**config.mk**
```make
export PLATFORM = sky130hd
export DESIGN_NAME = glyph_alpha_blend_pixel
export DESIGN_NICKNAME = d
export VERILOG_FILES = /design/src/hdl/gab_pkg.sv /design/src/hdl/gab_front.sv /design/src/hdl/gab_mult.sv /design/src/hdl/gab_pack.sv /design/src/hdl/glyph_alpha_blend_pixel.sv
export SDC_FILE = /design/constraint.sdc
export NUM_CORES = 1
export LEC_CHECK = 0
export ABC_AREA = 1
export BUFFER_PORTS_ARGS = -buffer_cell sky130_fd_sc_hd__buf_2
export CELL_PAD_IN_SITES_DETAIL_PLACEMENT = 0
export CELL_PAD_IN_SITES_GLOBAL_PLACEMENT = 1
export CORE_ASPECT_RATIO = 0.8
export CORE_MARGIN = 2
export CORE_UTILIZATION = 25
export CTS_CLUSTER_SIZE = 12
export DETAILED_ROUTE_END_ITERATION = 16
export GPL_TIMING_DRIVEN = 0
export PLACE_DENSITY = 0.48
export SLEW_MARGIN = 20
export SYNTH_ARGS = -nofsm -noshare
export SYNTH_HDL_FRONTEND = slang
export SYNTH_HIERARCHICAL = 1
export SYNTH_SLANG_ARGS = --single-unit
```
**constraint.sdc**
```tcl
create_clock -name clk -period 6.88 [get_ports clk]
set_clock_uncertainty 0.15 [all_clocks]
set_input_delay 0.688 -clock clk [delete_from_list [all_inputs] [get_ports clk]]
set_output_delay 0.688 -clock clk [all_outputs]
set_load 0.01 [all_outputs]
```
**src/hdl/gab_pkg.sv**
```systemverilog
`timescale 1ns / 1ps
`default_nettype none

package gab_pkg;

	localparam int MAX_GLYPH = 256;
	localparam logic [12:0] SCREEN_LIMIT = 13'd4096;
	localparam logic [7:0] ALPHA_SOLID = 8'hFF;
	localparam logic [2:0] ALPHA_FLOOR = 3'h7;

	localparam int CFG_IDX_W = 3;
	localparam int CFG_DATA_W = 13;

	localparam logic [CFG_IDX_W-1:0] CFG_COLOR_RED     = 3'd0;
	localparam logic [CFG_IDX_W-1:0] CFG_COLOR_GREEN   = 3'd1;
	localparam logic [CFG_IDX_W-1:0] CFG_COLOR_BLUE    = 3'd2;
	localparam logic [CFG_IDX_W-1:0] CFG_DEEP_COLOR    = 3'd3;
	localparam logic [CFG_IDX_W-1:0] CFG_ORIGIN_X      = 3'd4;
	localparam logic [CFG_IDX_W-1:0] CFG_ORIGIN_Y      = 3'd5;
	localparam logic [CFG_IDX_W-1:0] CFG_SCREEN_WIDTH  = 3'd6;
	localparam logic [CFG_IDX_W-1:0] CFG_SCREEN_HEIGHT = 3'd7;

	typedef struct packed {
		logic [7:0] color_red;
		logic [7:0] color_green;
		logic [7:0] color_blue;
		logic deep_color;
		logic signed [12:0] origin_x;
		logic signed [12:0] origin_y;
		logic [12:0] screen_width;
		logic [12:0] screen_height;
	} gab_cfg_t;

	typedef struct packed {
		logic wr;
		logic solid;
		logic [7:0] alpha;
		logic [7:0] dst_r;
		logic [7:0] dst_g;
		logic [7:0] dst_b;
		logic [11:0] screen_x;
		logic [11:0] screen_y;
	} gab_s1_t;

	typedef struct packed {
		logic wr;
		logic solid;
		logic [15:0] src_r;
		logic [15:0] src_g;
		logic [15:0] src_b;
		logic [15:0] dst_r;
		logic [15:0] dst_g;
		logic [15:0] dst_b;
		logic [11:0] screen_x;
		logic [11:0] screen_y;
	} gab_s2_t;

	typedef struct packed {
		logic write_pixel;
		logic [23:0] new_pixel;
		logic [11:0] screen_x;
		logic [11:0] screen_y;
	} gab_out_t;

	function automatic logic [23:0] pack_pixel(input logic deep, input logic [7:0] r,
		input logic [7:0] g, input logic [7:0] b);
		if (deep) begin
			return {r, g, b};
		end
		return {9'd0, r[7:3], g[7:3], b[7:3]};
	endfunction

endpackage

`default_nettype wire

```
**src/hdl/gab_front.sv**
```systemverilog
`timescale 1ns / 1ps
`default_nettype none

module gab_front (
	input  wire logic clk,
	input  wire logic arst_n,
	input  wire gab_pkg::gab_cfg_t cfg,
	input  wire logic in_valid,
	output logic in_ready,
	input  wire logic [7:0] coverage,
	input  wire logic [23:0] dest_pixel,
	input  wire logic [7:0] glyph_col,
	input  wire logic [7:0] glyph_row,
	output logic valid_s1,
	input  wire logic out_ready,
	output gab_pkg::gab_s1_t data_s1
);
	import gab_pkg::*;

	logic [7:0] alpha;
	logic signed [13:0] sx;
	logic signed [13:0] sy;
	logic [12:0] wlim;
	logic [12:0] hlim;
	logic in_glyph;
	logic on_screen;
	gab_s1_t next;

	always_comb begin
		alpha = coverage | {5'd0, ALPHA_FLOOR};
		sx = $signed({cfg.origin_x[12], cfg.origin_x}) + $signed({6'd0, glyph_col});
		sy = $signed({cfg.origin_y[12], cfg.origin_y}) + $signed({6'd0, glyph_row});
		wlim = (cfg.screen_width > SCREEN_LIMIT) ? SCREEN_LIMIT : cfg.screen_width;
		hlim = (cfg.screen_height > SCREEN_LIMIT) ? SCREEN_LIMIT : cfg.screen_height;
		in_glyph = (32'(glyph_col) < MAX_GLYPH) && (32'(glyph_row) < MAX_GLYPH);
		on_screen = !sx[13] && !sy[13] && (sx[12:0] < wlim) && (sy[12:0] < hlim);
		next.wr = in_glyph && on_screen && (alpha != {5'd0, ALPHA_FLOOR});
		next.solid = (alpha == ALPHA_SOLID);
		next.alpha = alpha;
		if (cfg.deep_color) begin
			next.dst_r = dest_pixel[23:16];
			next.dst_g = dest_pixel[15:8];
			next.dst_b = dest_pixel[7:0];
		end else begin
			next.dst_r = {dest_pixel[14:10], 3'd0};
			next.dst_g = {dest_pixel[9:5], 3'd0};
			next.dst_b = {dest_pixel[4:0], 3'd0};
		end
		next.screen_x = sx[11:0];
		next.screen_y = sy[11:0];
	end

	assign in_ready = !valid_s1 || out_ready;

	always_ff @(posedge clk or negedge arst_n) begin
		if (!arst_n) begin
			valid_s1 <= 1'b0;
		end else if (in_ready) begin
			valid_s1 <= in_valid;
		end
	end

	always_ff @(posedge clk) begin
		if (in_ready && in_valid) begin
			data_s1 <= next;
		end
	end

endmodule

`default_nettype wire

```
**src/hdl/gab_mult.sv**
```systemverilog
`timescale 1ns / 1ps
`default_nettype none

module gab_mult (
	input  wire logic clk,
	input  wire logic arst_n,
	input  wire gab_pkg::gab_cfg_t cfg,
	input  wire logic valid_s1,
	output logic in_ready,
	input  wire gab_pkg::gab_s1_t data_s1,
	output logic valid_s2,
	input  wire logic out_ready,
	output gab_pkg::gab_s2_t data_s2
);
	import gab_pkg::*;

	logic [7:0] inv_alpha;
	gab_s2_t next;

	always_comb begin
		inv_alpha = ~data_s1.alpha;
		next.wr = data_s1.wr;
		next.solid = data_s1.solid;
		next.src_r = {8'd0, cfg.color_red} * {8'd0, data_s1.alpha};
		next.src_g = {8'd0, cfg.color_green} * {8'd0, data_s1.alpha};
		next.src_b = {8'd0, cfg.color_blue} * {8'd0, data_s1.alpha};
		next.dst_r = {8'd0, data_s1.dst_r} * {8'd0, inv_alpha};
		next.dst_g = {8'd0, data_s1.dst_g} * {8'd0, inv_alpha};
		next.dst_b = {8'd0, data_s1.dst_b} * {8'd0, inv_alpha};
		next.screen_x = data_s1.screen_x;
		next.screen_y = data_s1.screen_y;
	end

	assign in_ready = !valid_s2 || out_ready;

	always_ff @(posedge clk or negedge arst_n) begin
		if (!arst_n) begin
			valid_s2 <= 1'b0;
		end else if (in_ready) begin
			valid_s2 <= valid_s1;
		end
	end

	always_ff @(posedge clk) begin
		if (in_ready && valid_s1) begin
			data_s2 <= next;
		end
	end

endmodule

`default_nettype wire

```
**src/hdl/gab_pack.sv**
```systemverilog
`timescale 1ns / 1ps
`default_nettype none

module gab_pack (
	input  wire logic clk,
	input  wire logic arst_n,
	input  wire gab_pkg::gab_cfg_t cfg,
	input  wire logic valid_s2,
	output logic in_ready,
	input  wire gab_pkg::gab_s2_t data_s2,
	output logic valid_s3,
	input  wire logic out_ready,
	output gab_pkg::gab_out_t data_s3
);
	import gab_pkg::*;

	logic [15:0] sum_r;
	logic [15:0] sum_g;
	logic [15:0] sum_b;
	logic [23:0] pix;
	gab_out_t next;

	always_comb begin
		sum_r = data_s2.src_r + data_s2.dst_r;
		sum_g = data_s2.src_g + data_s2.dst_g;
		sum_b = data_s2.src_b + data_s2.dst_b;
		if (data_s2.solid) begin
			pix = pack_pixel(cfg.deep_color, cfg.color_red, cfg.color_green, cfg.color_blue);
		end else begin
			pix = pack_pixel(cfg.deep_color, sum_r[15:8], sum_g[15:8], sum_b[15:8]);
		end
		next.write_pixel = data_s2.wr;
		next.new_pixel = data_s2.wr ? pix : 24'd0;
		next.screen_x = data_s2.wr ? data_s2.screen_x : 12'd0;
		next.screen_y = data_s2.wr ? data_s2.screen_y : 12'd0;
	end

	assign in_ready = !valid_s3 || out_ready;

	always_ff @(posedge clk or negedge arst_n) begin
		if (!arst_n) begin
			valid_s3 <= 1'b0;
		end else if (in_ready) begin
			valid_s3 <= valid_s2;
		end
	end

	always_ff @(posedge clk) begin
		if (in_ready && valid_s2) begin
			data_s3 <= next;
		end
	end

endmodule

`default_nettype wire

```
**src/hdl/glyph_alpha_blend_pixel.sv**
```systemverilog
`timescale 1ns / 1ps
`default_nettype none

// Blends one glyph coverage pixel over a framebuffer pixel per item. The block
// is a three-stage pipeline (unpack and clip, channel multiplies, sum and
// repack), so each result is registered by those stages in turn before it
// reaches the output, and one item is accepted every clock while the output
// side keeps m_axis_tready high.
// Each stage holds its item when the next one is full and cannot drain, so
// backpressure stalls the pipeline without loss. Write the configuration registers only while no
// item is in flight; cfg_ready is always high.
module glyph_alpha_blend_pixel (
	input  wire logic clk,
	input  wire logic arst_n,
	input  wire logic cfg_valid,
	output logic cfg_ready,
	input  wire logic [gab_pkg::CFG_IDX_W-1:0] cfg_index,
	input  wire logic [gab_pkg::CFG_DATA_W-1:0] cfg_data,
	input  wire logic s_axis_tvalid,
	output logic s_axis_tready,
	// coverage[7:0], dest_pixel[31:8], glyph_col[39:32], glyph_row[47:40]
	input  wire logic [47:0] s_axis_tdata,
	output logic m_axis_tvalid,
	input  wire logic m_axis_tready,
	// new_pixel[23:0], screen_x[35:24], screen_y[47:36]
	output logic [47:0] m_axis_tdata,
	// write_pixel[0]
	output logic m_axis_tuser
);
	import gab_pkg::*;

	gab_cfg_t cfg_q;
	logic valid_s1;
	logic valid_s2;
	logic valid_s3;
	logic ready_s2;
	logic ready_s3;
	gab_s1_t data_s1;
	gab_s2_t data_s2;
	gab_out_t data_s3;

	assign cfg_ready = 1'b1;

	always_ff @(posedge clk or negedge arst_n) begin
		if (!arst_n) begin
			cfg_q.color_red <= 8'd255;
			cfg_q.color_green <= 8'd255;
			cfg_q.color_blue <= 8'd255;
			cfg_q.deep_color <= 1'b0;
			cfg_q.origin_x <= 13'sd0;
			cfg_q.origin_y <= 13'sd0;
			cfg_q.screen_width <= 13'd640;
			cfg_q.screen_height <= 13'd480;
		end else if (cfg_valid && cfg_ready) begin
			unique case (cfg_index)
				CFG_COLOR_RED: cfg_q.color_red <= cfg_data[7:0];
				CFG_COLOR_GREEN: cfg_q.color_green <= cfg_data[7:0];
				CFG_COLOR_BLUE: cfg_q.color_blue <= cfg_data[7:0];
				CFG_DEEP_COLOR: cfg_q.deep_color <= cfg_data[0];
				CFG_ORIGIN_X: cfg_q.origin_x <= $signed(cfg_data);
				CFG_ORIGIN_Y: cfg_q.origin_y <= $signed(cfg_data);
				CFG_SCREEN_WIDTH: cfg_q.screen_width <= cfg_data;
				CFG_SCREEN_HEIGHT: cfg_q.screen_height <= cfg_data;
				default: begin
				end
			endcase
		end
	end

	gab_front u_front (
		.clk(clk),
		.arst_n(arst_n),
		.cfg(cfg_q),
		.in_valid(s_axis_tvalid),
		.in_ready(s_axis_tready),
		.coverage(s_axis_tdata[7:0]),
		.dest_pixel(s_axis_tdata[31:8]),
		.glyph_col(s_axis_tdata[39:32]),
		.glyph_row(s_axis_tdata[47:40]),
		.valid_s1(valid_s1),
		.out_ready(ready_s2),
		.data_s1(data_s1)
	);

	gab_mult u_mult (
		.clk(clk),
		.arst_n(arst_n),
		.cfg(cfg_q),
		.valid_s1(valid_s1),
		.in_ready(ready_s2),
		.data_s1(data_s1),
		.valid_s2(valid_s2),
		.out_ready(ready_s3),
		.data_s2(data_s2)
	);

	gab_pack u_pack (
		.clk(clk),
		.arst_n(arst_n),
		.cfg(cfg_q),
		.valid_s2(valid_s2),
		.in_ready(ready_s3),
		.data_s2(data_s2),
		.valid_s3(valid_s3),
		.out_ready(m_axis_tready),
		.data_s3(data_s3)
	);

	assign m_axis_tvalid = valid_s3;
	assign m_axis_tuser = data_s3.write_pixel;
	assign m_axis_tdata = {data_s3.screen_y, data_s3.screen_x, data_s3.new_pixel};

	a_skip_zero: assert property (@(posedge clk) disable iff (!arst_n)
		m_axis_tvalid && !m_axis_tuser |-> m_axis_tdata == 48'd0)
		else $error("skipped pixel carries nonzero data");

	a_enter_s1: assert property (@(posedge clk) disable iff (!arst_n)
		s_axis_tvalid && s_axis_tready |=> valid_s1)
		else $error("accepted item missing from first stage");

	a_hold_s2: assert property (@(posedge clk) disable iff (!arst_n)
		valid_s2 && !ready_s3 |=> valid_s2)
		else $error("second stage dropped a stalled item");

	a_hold_s1: assert property (@(posedge clk) disable iff (!arst_n)
		valid_s1 && !ready_s2 |=> valid_s1 && $stable(data_s1))
		else $error("first stage changed while stalled");

endmodule

`default_nettype wire
```
After elaboration in Yosys (flattened, before gate mapping)
Cells that the tools add are included.

storage, ports and cells
  bits in registers = 306
  word-level logic and storage cells = 96

operators by class
  add/sub/neg operators = 5
  $mul = 6
  magnitude comparators = 4
  equality and inequality tests = 8
  multiplexer cells = 11
  bitwise logic cells = 1
  reduce and logical (&&, ||, !) cells = 25

operators with widths
  kind                  number
  $mux 24               6
  $mul 8x8->16          6
  $add 16x16->16        3
  $add 13x9->14         2
  $gt 13x13->1 const B  2
  $lt 13x13->1          2
  $mux 13               2
  $reduce_and 2->1      8
  $eq 3x3->1 const B    4
  $not 8->8             1
  $logic_and 1x1->1     7
  $eq 3x2->1 const B    2
  $eq 5x5->1 const B    1
  $logic_not 1->1       5
  $reduce_bool 5->1     1
  $eq 3x1->1 const B    1
  $logic_not 3->1       1
  $logic_or 1x1->1      3
  $mux 1                3

Logic depth before layout (Yosys ltp)
  word-level depth = 6
  depth in mapped cells = 21
  depth with buffers taken out = 20

By module
Netlist, hierarchy kept.

modules (own cells, without submodules)
  module                   times used  cells an instance  area an instance (sq um)  seq. area each (sq um)
  gab_mult                 1           2249               17603.1                   3688.5
  gab_pack                 1           788                4958.5                    1496.4
  gab_front                1           407                3679.8                    1676.6
  glyph_alpha_blend_pixel  1           348                3116.7                    1964.4

Worst setup path before layout
No wires, ideal clock.

  path type = input to register
  start point = input port m_axis_tready
  end point = register, netlist name u_mult/data_s2[0]
  setup time = 0.643 ns
  arrival = 6.691 ns
  data required time = 6.087 ns
  setup slack = -0.604 ns
  cell stages on the path = 4
  path buffers = 0
  path through = inv_1 > nand2_1 > inv_1 > a21oi_1

between the ends
  word-level cells in the longest chain between the ends = 3

RTL lines
  element             RTL line                       RTL
  from (decl)         glyph_alpha_blend_pixel.sv:24  input wire logic m_axis_tready,
  $logic_or 1x1->1    gab_pack.sv:38                 assign in_ready = !valid_s3 || out_ready;
  named net ready_s3  glyph_alpha_blend_pixel.sv:37  logic ready_s3;
  $logic_or 1x1->1    gab_mult.sv:34                 assign in_ready = !valid_s2 || out_ready;
  $logic_and 1x1->1   gab_mult.sv:45                 if (in_ready && valid_s1) begin

The timed path passes the listed nets, and every way through them passes these cells.
A chain may end at the register's enable or synchronous reset.

==> flow_summary.yaml <==
floorplanning:
  std_cell_rows: 112
  die_h_um: 311
  die_area_um2: 120000
  die_w_um: 387
  core-area_um2: 117000
  initial_core_util_pct: 25.2
  io_pins: 121
finish:
  area_growth_pct: 14.4
  fin_cells: 5536
  final_nets: 4551
  final_util_pct: 28.8
  drive_above_1_share_pct: 8.46
timing:
  setup_ws_ns: 1.86
  worst_pin_slew_ns: 1.10
  hold_viol: 0
  slew_headroom_pct: 26.6
  fmax_ghz: 0.199
  rsz0062_at_grt: "false"
  min_period_ns: 5.02
  final_max_slew_viol_count: 0
  fin_tns_setup_ns: 0
  finalSetupViolCount: 0
  period_share_pct: 73.0
yosys:
  synth-compound-area-share_pct: 2.78
  synth_top_family_by_area: "adder cells"
  synth_edf_count: 226
  synth-async-reset-ratio_pct: 26.1
  synth_top_cell_area_share_pct: 23.1
  synthXorXnorAreaFrac_pct: 1.97
  ys_top_cells_by_area: "edfxtp_1 (23%), nand2_1 (15%), fa_1 (15%)"
  synth_most_common_cell: "nand2_1"
  ys_seq_area_share_pct: 30.1
  synthSimpleGateAreaFrac_pct: 24.3
  yosys.area.top_type: "edfxtp_1"
  netlist_instances: 3792
  yosys_most_used_dff: "edfxtp_1"
  yosysWarnings: 6
  ys_ff_latch: 306
  synthDistinctLibCells: 47
  synth.avg_cell_area_um2: 7.74
  synth_common_cells: "nand2_1 (1,179), inv_1 (890), ha_1 (298)"
  synth_mux_area_share_pct: 0.115
  synthesis.area_um2: 29400
  synth_fa_ha_area_share_pct: 27.6
power:
  p_total_mw: 12.9
  p_leak_nw: 18.9
  peakVddDrop_mv: 0.161
  power.density_nw_per_um2: 383
setup_path:
  critPathKind: "reg -> reg"
  worst_setup_path_start_kind: "flip-flop"
  rr_startpoint: "u_front/data_s1[55]"
  arrival_ns: 5.21
  cp.required_ns: 7.07
  rr_worst_depth: 19
  crit_start: "u_front/data_s1[55]"
  critPathMaxFanout: 10
  end_kind: "flip-flop"
detailed_routing:
  viasPerCell: 4.13
  routed_wl_mm: 94.8
  drc_errors: 0
  first_pass_iters: 6
  wl_per_cell_um: 17.1
  ant_nets: 0
  dr_total_vias: 22865
  drt_iter0_markers: 1243
placement:
  dp_hpwl_mm: 77.0
  io_buffers: 115
  pre_cts_ws_ns: 1.72
  place_congestion: 0.796
  dp.cells: 5462
worst_hold_path:
  worstHoldStart: "s_axis_tdata[6]"
  hold_class: "in -> reg"
  whs_path_depth: 1
clock_tree:
  cts_root_buf: "clkbuf_16"
  htreeDepth: 2
  cts_resized: 0
  numCtsBuffers: 40
  cts_tree: "built"
  clk_latency_ns: 0.60
  cts_hold_buf: 1
  clkTransAtPathRegs_ns: 0.06
  cts_sinks: 306
  cts_setup_buffers: 0
  clockBufferDepth: 3
status:
  status: "finished clean"
global_route:
  grt_use_met2_pct: 23.4
  met3_usage_pct: 2.25
  grt_pass1_vias: 23299
  overflow: 0
  grt_use_total_pct: 16.0
  use_met1_pct: 25.0
  gr-max-usage-layer: "met1"
  grt_first_pass_wirelength_mm: 146
  grt_start_max_net_pins: 71
  antenna_found_initial: 4
flow_run:
  drv_cap: 0
-- report_power, final --
part | switching [mW] | internal [mW]
combinational | 5.05 | 2.68
clock | 0.885 | 1.25
sequential | 0.269 | 2.73
total | 6.21 | 6.67
-- worst max-delay path: stages (launching register included) --
cell and delay [ns]:
edfxtp_1 0.32, clkbuf_1 0.31, clkbuf_2 0.56, nand2_1 0.18
fa_1 0.54, fa_1 0.55, inv_1 0.05, fa_1 0.53
inv_1 0.05, fa_1 0.52, inv_1 0.04, ha_1 0.36
nand2_1 0.10, nand2_1 0.07, nand2_1 0.07, nand2_1 0.06
nand2_1 0.08, nand3_1 0.08, nand2_1 0.06, nand2_1 0.07
-- final timing paths --
kind / end / slack (ns)
max: u_mult/data_s2[86] / 1.86
min: u_front/data_s1[54] / 0.17
max reg2reg: u_mult/data_s2[86] / 1.86
min reg2reg: u_mult/data_s2[12] / 0.27
max in group asynchronous: cfg_q[20] / 5.60
min in group asynchronous: cfg_q[35] / 0.34
-- cells by family (layout without fill, tap and decap cells) --
kind of cell / Yosys count / after routing
buffers and inverters: 997 / 1196
AO/OA/AOI/OAI: 150 / 150
adder cells (fa/ha/maj): 516 / 516
other: 2 / 8
XOR/XNOR: 66 / 66
flip-flops: 306 / 306
multiplexers: 3 / 3
AND/OR/NAND/NOR: 1752 / 1752
-- layer usage --
layer / up-vias / routed length (µm) / share of wire (%)
met4: 0 / 1290 / 1.4
met1: 10713 / 51700 / 55
met5: - / 0 / 0
met3: 62 / 3310 / 3.5
met2: 276 / 38500 / 41
li1: 11814 / - / -
-- metrics by stage --
step	cell area [µm²]	hold WS (ns)
after global routing	33600	0.136
after detailed placement	32300	0.255
after global placement	31900	0.251
final	33600	0.169
after floorplan	29400	0.242
after CTS	33600	0.129
-- sequential cells by signal, summed over array words and instances (netlist names) --
register / flops
cfg_q: 77
u_mult/data_s2: 122
u_pack/valid_s3: 1
u_mult/valid_s2: 1
u_front/data_s1: 55
u_pack/data_s3: 49
u_front/valid_s1: 1
-- placed cells by master, fill, tap and decap left out, types with 5 or more instances in the layout --
cell and instances:
a21oi_1 96, buf_16 13, buf_2 170, buf_4 7
clkbuf_1 41, clkbuf_16 41, clkinv_1 5, dfrtp_1 50
dfstp_2 30, edfxtp_1 226, fa_1 218, ha_1 298
inv_1 890, nand2_1 1179, nand2_2 12, nand3_1 196
nand3_2 13, nand4_1 38, nor2_1 279, nor2_2 7
nor3_1 11, o211ai_1 6, o21ai_0 31, xnor2_1 20
xor2_1 46
-- area by class of cell --
type | count | area (µm²)
Timing Repair Buffer | 130 | 965
Fill cell | 12876 | 83000
Clock inverter | 19 | 224
Clock buffer | 50 | 1060
Sequential cell | 306 | 8830
Inverter | 896 | 3360
Antenna cell | 4 | 10.0
Tap cell | 1539 | 1930
Multi-Input combinational cell | 2491 | 16700
Buffer | 101 | 502
No activity file was read; power rests on OpenSTA's default activity.
